File: config.mk
export PLATFORM = sky130hd
export DESIGN_NAME = json_string_unescape_utf8
export DESIGN_NICKNAME = d
export VERILOG_FILES = /design/src/design/jsu_pkg.sv /design/src/design/json_string_unescape_utf8.sv
export SDC_FILE = /design/constraint.sdc
export NUM_CORES = 1
export LEC_CHECK = 0
export BUFFER_PORTS_ARGS = -buffer_cell sky130_fd_sc_hd__buf_2
export CAP_MARGIN = 0
export CORE_ASPECT_RATIO = 1.75
export CORE_UTILIZATION = 50
export DETAILED_ROUTE_END_ITERATION = 8
export PLACE_DENSITY = 0.66
export SYNTH_ARGS = -nofsm -noshare
export SYNTH_HDL_FRONTEND = slang
export SYNTH_SLANG_ARGS = --single-unit
File: constraint.sdc
create_clock -name clock -period 7.4 [get_ports clock]
set_input_delay 1.11 -clock clock [delete_from_list [all_inputs] [get_ports clock]]
set_output_delay 1.11 -clock clock [all_outputs]
set_load 0.005 [all_outputs]
File: src/design/jsu_pkg.sv
// Types, constants and helper functions for the JSON string unescaper.
package jsu_pkg;

   localparam int QueueDepth = 8;
   localparam int MaxBurst   = 4;

   localparam logic [7:0] CH_BACKSLASH = 8'h5C;
   localparam logic [7:0] CH_QUOTE     = 8'h22;
   localparam logic [7:0] CH_SLASH     = 8'h2F;
   localparam logic [7:0] CH_LOWER_B   = 8'h62;
   localparam logic [7:0] CH_LOWER_F   = 8'h66;
   localparam logic [7:0] CH_LOWER_N   = 8'h6E;
   localparam logic [7:0] CH_LOWER_R   = 8'h72;
   localparam logic [7:0] CH_LOWER_T   = 8'h74;
   localparam logic [7:0] CH_LOWER_U   = 8'h75;

   localparam logic [7:0] CTL_BACKSPACE = 8'h08;
   localparam logic [7:0] CTL_FORMFEED  = 8'h0C;
   localparam logic [7:0] CTL_NEWLINE   = 8'h0A;
   localparam logic [7:0] CTL_RETURN    = 8'h0D;
   localparam logic [7:0] CTL_TAB       = 8'h09;

   localparam logic [15:0] HIGH_SURR_FIRST = 16'hD800;
   localparam logic [15:0] HIGH_SURR_LAST  = 16'hDBFF;
   localparam logic [15:0] LOW_SURR_FIRST  = 16'hDC00;
   localparam logic [15:0] LOW_SURR_LAST   = 16'hDFFF;
   localparam logic [20:0] SUPPLEMENTARY_BASE = 21'h10000;
   localparam logic [20:0] ONE_BYTE_MAX   = 21'h7F;
   localparam logic [20:0] TWO_BYTE_MAX   = 21'h7FF;
   localparam logic [20:0] THREE_BYTE_MAX = 21'hFFFF;

   typedef enum logic [2:0] {
      PH_NORMAL,
      PH_ESCAPE,
      PH_HEX1,
      PH_PAIR_BS,
      PH_PAIR_U,
      PH_HEX2,
      PH_DISCARD
   } phase_type;

   typedef struct packed {
      logic [7:0] out_byte;
      logic       byte_valid;
      logic       token_done;
      logic       failed;
   } entry_type;

   typedef struct packed {
      logic       ok;
      logic [3:0] val;
   } hex_type;

   typedef struct packed {
      logic [3:0][7:0] bytes;
      logic [2:0]      count;
   } utf8_type;

   function automatic hex_type hex_decode(logic [7:0] c);
      hex_type h;
      h.ok  = 1'b1;
      h.val = 4'd0;
      if (c >= 8'h30 && c <= 8'h39) begin
         h.val = 4'(c - 8'h30);
      end else if (c >= 8'h61 && c <= 8'h66) begin
         h.val = 4'(c - 8'h57);
      end else if (c >= 8'h41 && c <= 8'h46) begin
         h.val = 4'(c - 8'h37);
      end else begin
         h.ok = 1'b0;
      end
      return h;
   endfunction

   function automatic utf8_type utf8_encode(logic [20:0] cp);
      utf8_type u;
      u.bytes = '0;
      if (cp <= ONE_BYTE_MAX) begin
         u.count    = 3'd1;
         u.bytes[0] = cp[7:0];
      end else if (cp <= TWO_BYTE_MAX) begin
         u.count    = 3'd2;
         u.bytes[0] = {3'b110, cp[10:6]};
         u.bytes[1] = {2'b10, cp[5:0]};
      end else if (cp <= THREE_BYTE_MAX) begin
         u.count    = 3'd3;
         u.bytes[0] = {4'b1110, cp[15:12]};
         u.bytes[1] = {2'b10, cp[11:6]};
         u.bytes[2] = {2'b10, cp[5:0]};
      end else begin
         u.count    = 3'd4;
         u.bytes[0] = {5'b11110, cp[20:18]};
         u.bytes[1] = {2'b10, cp[17:12]};
         u.bytes[2] = {2'b10, cp[11:6]};
         u.bytes[3] = {2'b10, cp[5:0]};
      end
      return u;
   endfunction

endpackage

File: src/design/json_string_unescape_utf8.sv
// Results of an item are written into the output queue when the item is accepted. One item is
// taken per cycle while req_ready is high; an item makes 0 to 4 results, which wait in an
// 8-entry output queue that drains one result per cycle while rsp_ready is high, and req_ready
// is high while that queue holds at most 4 results, so a burst of escape output always fits.
// Reset (synchronous, active high) returns the parser to plain text and empties the queue.
module json_string_unescape_utf8 (
   input  logic       clock,
   input  logic       reset,
   input  logic       req_valid,
   output logic       req_ready,
   input  logic [7:0] req_in_byte,
   input  logic       req_token_end,
   output logic       rsp_valid,
   input  logic       rsp_ready,
   output logic [7:0] rsp_out_byte,
   output logic       rsp_byte_valid,
   output logic       rsp_token_done,
   output logic       rsp_failed
);
   import jsu_pkg::*;

   localparam int CntW = $clog2(QueueDepth + 1);
   localparam int IdxW = $clog2(MaxBurst);

   phase_type   phase_ff, phase_in;
   logic [1:0]  digits_ff, digits_in;
   logic [11:0] accum_ff, accum_in;
   logic [9:0]  high_ff, high_in;

   entry_type   queue_ff [QueueDepth];
   entry_type   queue_in [QueueDepth];
   logic [CntW-1:0] count_ff, count_in;

   entry_type   new_ent [MaxBurst];
   logic [2:0]  new_n;
   logic [2:0]  dec_n;
   hex_type     hex;
   logic [15:0] full_code;
   logic [20:0] cp;
   utf8_type    enc;
   logic        take, pop;
   logic [CntW-1:0] level;
   logic [CntW-1:0] off;

   assign take = req_valid && req_ready;
   assign pop  = rsp_valid && rsp_ready;
   assign req_ready = (count_ff <= CntW'(QueueDepth - MaxBurst));

   assign hex       = hex_decode(req_in_byte);
   assign full_code = {accum_ff, hex.val};

   // The low half of a pair is known to lie in DC00..DFFF when this is used.
   always_comb begin
      if (phase_ff == PH_HEX2) begin
         cp = SUPPLEMENTARY_BASE + {1'b0, high_ff, full_code[9:0]};
      end else begin
         cp = {5'd0, full_code};
      end
   end

   assign enc = utf8_encode(cp);

   always_comb begin
      phase_in  = phase_ff;
      digits_in = digits_ff;
      accum_in  = accum_ff;
      high_in   = high_ff;
      dec_n     = 3'd0;
      for (int k = 0; k < MaxBurst; k++) begin
         new_ent[k] = '{out_byte: enc.bytes[k], byte_valid: 1'b1,
                        token_done: 1'b0, failed: 1'b0};
      end

      case (phase_ff)
         PH_NORMAL: begin
            if (req_in_byte == CH_BACKSLASH) begin
               phase_in = PH_ESCAPE;
            end else begin
               dec_n = 3'd1;
               new_ent[0].out_byte = req_in_byte;
            end
         end
         PH_ESCAPE: begin
            phase_in = PH_NORMAL;
            dec_n    = 3'd1;
            case (req_in_byte)
               CH_QUOTE:     new_ent[0].out_byte = CH_QUOTE;
               CH_BACKSLASH: new_ent[0].out_byte = CH_BACKSLASH;
               CH_SLASH:     new_ent[0].out_byte = CH_SLASH;
               CH_LOWER_B:   new_ent[0].out_byte = CTL_BACKSPACE;
               CH_LOWER_F:   new_ent[0].out_byte = CTL_FORMFEED;
               CH_LOWER_N:   new_ent[0].out_byte = CTL_NEWLINE;
               CH_LOWER_R:   new_ent[0].out_byte = CTL_RETURN;
               CH_LOWER_T:   new_ent[0].out_byte = CTL_TAB;
               CH_LOWER_U: begin
                  phase_in  = PH_HEX1;
                  digits_in = 2'd0;
                  accum_in  = '0;
                  dec_n     = 3'd0;
               end
               default: begin
                  phase_in = PH_DISCARD;
                  dec_n    = 3'd0;
               end
            endcase
         end
         PH_HEX1, PH_HEX2: begin
            if (!hex.ok) begin
               phase_in = PH_DISCARD;
            end else if (digits_ff != 2'd3) begin
               accum_in  = {accum_ff[7:0], hex.val};
               digits_in = digits_ff + 2'd1;
            end else begin
               digits_in = 2'd0;
               if (phase_ff == PH_HEX1) begin
                  if (full_code >= HIGH_SURR_FIRST && full_code <= HIGH_SURR_LAST) begin
                     high_in  = full_code[9:0];
                     phase_in = PH_PAIR_BS;
                  end else if (full_code >= LOW_SURR_FIRST && full_code <= LOW_SURR_LAST) begin
                     phase_in = PH_DISCARD;
                  end else begin
                     phase_in = PH_NORMAL;
                     dec_n    = enc.count;
                  end
               end else begin
                  if (full_code < LOW_SURR_FIRST || full_code > LOW_SURR_LAST) begin
                     phase_in = PH_DISCARD;
                  end else begin
                     phase_in = PH_NORMAL;
                     dec_n    = enc.count;
                  end
               end
            end
         end
         PH_PAIR_BS: begin
            phase_in = (req_in_byte == CH_BACKSLASH) ? PH_PAIR_U : PH_DISCARD;
         end
         PH_PAIR_U: begin
            if (req_in_byte == CH_LOWER_U) begin
               phase_in  = PH_HEX2;
               digits_in = 2'd0;
               accum_in  = '0;
            end else begin
               phase_in = PH_DISCARD;
            end
         end
         default: begin
            phase_in = PH_DISCARD;
         end
      endcase

      new_n = dec_n;
      if (req_token_end) begin
         // A token that ends cleanly marks its last byte; anything else ends in one bare fail.
         if (phase_in == PH_NORMAL && dec_n != 3'd0) begin
            new_ent[IdxW'(dec_n - 3'd1)].token_done = 1'b1;
         end else begin
            new_n      = 3'd1;
            new_ent[0] = '{out_byte: 8'h00, byte_valid: 1'b0,
                           token_done: 1'b1, failed: 1'b1};
         end
         phase_in  = PH_NORMAL;
         digits_in = 2'd0;
         accum_in  = '0;
         high_in   = '0;
      end

      if (!take) begin
         phase_in  = phase_ff;
         digits_in = digits_ff;
         accum_in  = accum_ff;
         high_in   = high_ff;
         new_n     = 3'd0;
      end
   end

   // Output queue: the head sits in entry zero and the queue shifts down on each pop.
   assign level = count_ff - CntW'(pop);

   always_comb begin
      off = '0;
      for (int i = 0; i < QueueDepth; i++) begin
         if (pop && i < QueueDepth - 1) begin
            queue_in[i] = queue_ff[i + 1];
         end else begin
            queue_in[i] = queue_ff[i];
         end
         off = CntW'(i) - level;
         if (CntW'(i) >= level && CntW'(i) < level + CntW'(new_n)) begin
            queue_in[i] = new_ent[off[IdxW-1:0]];
         end
      end
   end

   assign count_in = level + CntW'(new_n);

   always_ff @(posedge clock) begin
      if (reset) begin
         phase_ff  <= PH_NORMAL;
         digits_ff <= 2'd0;
         accum_ff  <= '0;
         high_ff   <= '0;
         count_ff  <= '0;
      end else begin
         phase_ff  <= phase_in;
         digits_ff <= digits_in;
         accum_ff  <= accum_in;
         high_ff   <= high_in;
         count_ff  <= count_in;
      end
   end

   always_ff @(posedge clock) begin
      for (int i = 0; i < QueueDepth; i++) begin
         queue_ff[i] <= queue_in[i];
      end
   end

   assign rsp_valid      = (count_ff != '0);
   assign rsp_out_byte   = queue_ff[0].out_byte;
   assign rsp_byte_valid = queue_ff[0].byte_valid;
   assign rsp_token_done = queue_ff[0].token_done;
   assign rsp_failed     = queue_ff[0].failed;

endmodule

After elaboration in Yosys (flattened, before gate mapping)
Memory sizes are Yosys's and may differ from the RTL's.
Cells that the tools add are included.
{ "totals": {"elab_cells": 226, "ff_bits": 31, "ramBits": 88, "mem_count": 1, "inputBits": 13, "out_inout_bits": 13} }
{ "classes": {"order_cmp": 42, "bitwise": 9, "n_addsub": 16, "mux": 101, "reduce_logical": 33, "eq_ne": 19} }
{ "mem_list": {"columns": ["memory", "depth", "word_bits", "read_ports", "rd_clocked_by_memory_dff", "write_ports", "line_no", "text"], "rows": [
  ["queue_ff", 8, 11, 8, 0, 8, "json_string_unescape_utf8.sv:30", "entry_type queue_ff [QueueDepth];"]
]} }
{ "op_table": {"columns": ["operator", "count"], "rows": [
  ["11-bit two-way mux", 33],
  ["11-bit binary-select mux with 2-bit select", 8],
  ["8-bit one-hot mux with 8 select lines", 1],
  ["10-bit two-way mux", 6],
  ["8-bit by 7-bit == test with 1-bit output, second input constant", 7],
  ["3-bit two-way mux", 17],
  ["12-bit two-way mux", 4],
  ["44-bit bitwise mux", 1],
  ["44-bit two-way mux", 1],
  ["33-bit two-way mux", 1],
  ["16-bit greater-or-equal comparator, second input constant", 2],
  ["16-bit <= comparator, second input constant", 2],
  ["3-bit greater-or-equal comparator, second input constant", 9],
  ["2-bit inverter with 3-bit output", 9],
  ["25-bit two-way mux", 1],
  ["24-bit two-way mux", 1],
  ["12-bit one-hot mux with 2 select lines", 1],
  ["11-bit demux with 2-bit select", 1],
  ["17-bit by 20-bit adder with 21-bit output, first input constant", 1],
  ["21-bit by 11-bit <= comparator with 1-bit output, second input constant", 1],
  ["21-bit by 16-bit <= comparator with 1-bit output, second input constant", 1],
  ["21-bit by 7-bit <= comparator with 1-bit output, second input constant", 1],
  ["21-bit two-way mux", 1],
  ["19-bit two-way mux", 1],
  ["other kinds (50)", 109]
]} }

Longest topological paths before layout
{ "logic_depth": {"ltp_word": 30, "ltp_mapped": 21, "ltp_nobuf": 17} }

Worst setup path after synthesis
Ideal clock, no wire load.
{ "synth_path": {"kind": "input port to flip-flop", "startpoint": "input port req_in_byte[0]", "endpoint": "memory queue_ff[0][11] in the netlist's numbering (enable)", "n_path_buf": 4, "arrival_ps": 5167, "t_required_ps": 7076, "stages": 19, "setup_ps": 324, "slack_ps": 1909, "path_cell_list": "inv_1 ha_1 or3b_1 and3_1 buf_2 o2111ai_1 a32oi_2 a41o_2 buf_4 buf_4 a21oi_1 ha_1 inv_1 fa_1 xor2_1 nand2_1 o211ai_1 clkbuf_1 nand2_1"} }
{ "synth_rtl": {"columns": ["element", "line_no", "text"], "rows": [
  ["from (decl)", "json_string_unescape_utf8.sv:11", "input logic [7:0] req_in_byte,"],
  ["to (decl)", "json_string_unescape_utf8.sv:30", null]
]} }

==> impl_metrics.ini <==
[clock_network]
cts_root_buf = clkbuf_16
ctsResizeCount = 0
cts.sinks = 119
cts.path.max_buffers = 2
cts_setup_buffers = 0
numCtsBuffers = 17
clock_latency_ns = 0.43
holdBufCountCts = 0
path_clk_slew_ns = 0.06
htreeDepth = 4
cts_tree = done

[detailed_routing]
firstDrtPassIters = 6
final_antenna_net_count = 0
drc_errors = 0
drt-total-wl_um = 24620
wl_per_cell_um = 23.18
drt-initial-drc-count = 655
viasPerCell = 6.673
vias = 7087

[place]
place_inst = 1030
globalplace.congestion = 0.9888
dp.final_hpwl_um = 18620
dpl_worst_slack_ns = 1.241
io_buffers = 25

[min_path]
whs_path_depth = 2
worst_hold_path_type = flip-flop to flip-flop
min_delay_worst_endpoint = accum_ff[8]
min_from = accum_ff[8]

[logic_synthesis]
synth_xor_area_frac = 0.008946
ys.warnings.count = 0
synthTopCellsByArea = edfxtp_1 34%, dfxtp_1 7.9%, nand2_1 5.9%, a21oi_1 3.4%, nor2_1 3.4%
syn_inst = 872
ys_seq_elements = 119
syn-num-nets = 901
yosys-mux-area-fraction = 0.04042
synth_fa_ha_area_frac = 0.02652
synth_seq_area_share = 0.4166
yosysTopAreaCellShare = 0.3374
synth_cell_types = 90
avgSynthCellArea_um2 = 8.982
synth_compound_area_frac = 0.2302
synth_top_family_by_area = compound AO/OA/AOI/OAI gates
synth_edf_count = 88
netlist_area_um2 = 7833
async_flop_share = 0
synthFlopType = edfxtp_1
synth.largest_area_cell = edfxtp_1
synth-simple-area-share = 0.2206

[final_layout]
layout.cells.non_filler = 1062
nNetsFinal = 892
area_growth_pct = 9.569
n_fill_cell = 1397
fin_util = 0.5604
diodes = 0
drive_above_1_share = 0.1279

[power]
p_leak_nw = 3.232
pwr-share-comb = 0.485
p_sw_frac = 0.4402
pwr-share-seq = 0.312
peakVddDrop_mv = 0.2675
p_per_area_nw_per_um2 = 487.3
power_frac_clock = 0.203
power_switching_mw = 1.841
internal_power_mw = 2.341

[die]
die_x_um = 96.61
start_util = 0.5114
ios = 26
rows = 60
dieHeight_um = 167.6
die_area_um2 = 16190
coreArea_um2 = 15310

[setup_path]
r2r_start = phase_ff[0]
regToRegEndpoint = queue_ff[0][34]
crit_path_frequent_cell = nand2_1
worst-path-buf-inv = 2
crit_slowest_cell = nand2_1
critPathTopFamily = compound AO/OA/AOI/OAI gates
worstPathCellList = buf_2, inv_1, ha_1, or3b_1, a2111oi_4, nor4_1, o21ai_1, a41o_2, a21oi_1, ha_1, a21o_1, a21oi_1, xnor2_1, nand2_1, nand2_1, nand2_1
startpoint_type = input port
critPathMaxFanout = 22
cp.required_ns = 7.44
cpPeakStageDelay_ns = 0.59
crit_type = input port to flip-flop
reg2regPathDepth = 13
r2r_slack_ns = 1.56
critPathArrivalTime_ns = 5.95
endpoint_kind = flip-flop

[grt]
grt-ovfl-total = 0
grt_start_max_net_pins = 37
antenna_found_initial = 0
grt_pass1_wl_um = 38320
grt_pass1_vias = 6926
grt_use_total = 0.3085

[timing]
setup_violations = 0
tns_ns = 0
skew_ns = 0.009557
setup_ws_ns = 1.490
whs_ns = 0.4733
fmaxAchievable_mhz = 169.2
drv_slew = 0
finalHoldViolCount = 0
worst_pin_slew_ns = 1.105
rsz0062_at_grt = false
min_period_ns = 5.910
slew_headroom = 0.2584
fin_crit_sh = 0.7987

[status]
outcome = complete, no violations

[run]
cap_violations = 0
-- cell usage after synthesis, drive strengths merged, types with 10 or more instances --
library cell	number
nor3	27
nand3	15
dfxtp	31
nand2	124
a21o	15
nand2b	10
edfxtp	88
mux2	15
a22oi	11
inv	36
and2	12
ha	15
buf	23
a221oi	10
nor2	70
o31ai	24
o21ai	58
a31oi	12
or3	17
clkbuf	43
a21oi	54
-- cell usage in the layout (no fill, tap or decap), types with 6 or more instances in the layout --
cell type  count
buf_4         13
clkbuf_16     17
and3_1         8
ha_1          15
o211ai_1       8
a21o_1        15
nand4_1        7
o2111ai_1      6
nor4_1         8
a22oi_1       11
a31oi_1       12
a21oi_1       53
nand2_1      123
nor3_1        24
a221oi_1      10
nor3b_1        6
edfxtp_1      88
nand2b_1      10
mux2i_1        8
mux2_2        15
nor2b_1        9
buf_2         25
o21ai_0       43
inv_1         35
o21ai_1       14
dfxtp_1       31
or3_1         17
o31ai_1       24
nor2_1        70
nand3_1       14
and2_1        11
-- how the worst max path moves through the flow --
stage	endpoint	slack [ns]	cells after the start	start
6_report	queue_ff[0][34]	1.49	16	req_in_byte[0]
5_1_grt	queue_ff[0][33]	1.24	16	req_in_byte[0]
4_1_cts	queue_ff[0][34]	1.63	16	req_in_byte[0]
3_5_place_dp	queue_ff[0][33]	1.24	16	req_in_byte[0]
3_3_place_gp	queue_ff[0][41]	1.43	16	req_in_byte[0]
2_1_floorplan	queue_ff[0][11]	1.91	19	req_in_byte[0]
-- registers in the layout, summed over array words and instances (netlist names) --
signal / count
count_ff: 4
high_ff: 10
phase_ff: 3
accum_ff: 12
digits_ff: 2
queue_ff: 88
-- kinds of logic after synthesis --
logic type,after synthesis
flip-flops,119
XOR/XNOR,8
buffers and inverters,102
AND/OR/NAND/NOR,342
multiplexers,26
adder cells (fa/ha/maj),16
AO/OA/AOI/OAI,259
-- cell type report --
class                           count  area [µm²]  share of cell area
Multi-Input combinational cell    651        4133              0.4816
Clock inverter                     14       166.4             0.01939
Sequential cell                   119        3263              0.3802
Clock buffer                       18       429.2             0.05001
Tap cell                          186       232.7             0.02712
Inverter                           36       135.1             0.01575
Timing Repair Buffer               38       222.7             0.02595
-- power by group through the flow --
| stage | Sequential, mW | Combinational [mW] | Clock [mW] |
|---|---|---|---|
| 4_1_cts | 1.31 | 2.00 | 0.851 |
| 3_3_place_gp | 1.31 | 1.93 | 0 |
| 2_1_floorplan | 1.28 | 1.42 | 0 |
| 6_report | 1.31 | 2.03 | 0.848 |
| 5_1_grt | 1.33 | 2.17 | 0.884 |
| 3_5_place_dp | 1.32 | 1.98 | 0 |
-- worst min-delay path, cell delays in order, from the launching register on --
cell and delay [ns]:
dfxtp_1 0.32, nand2_1 0.06, a21oi_1 0.05
-- per-stage QoR --
stage	instance area [µm²]	power, mW
finish	8582	4.182
global route	8582	4.386
CTS	8582	4.157
detailed placement	7986	3.295
global placement	7986	3.242
floorplan	7833	2.701
-- layer usage --
layer | vias to the layer above | wire length [µm] | GRT usage
met5 | - | 0 | 0
met4 | 0 | 1770 | 0.2232
met3 | 114 | 1372 | 0.05467
met2 | 343 | 12980 | 0.5563
met1 | 3376 | 8496 | 0.3165
li1 | 3254 | - | -
Power figures use the tool's default switching activity.
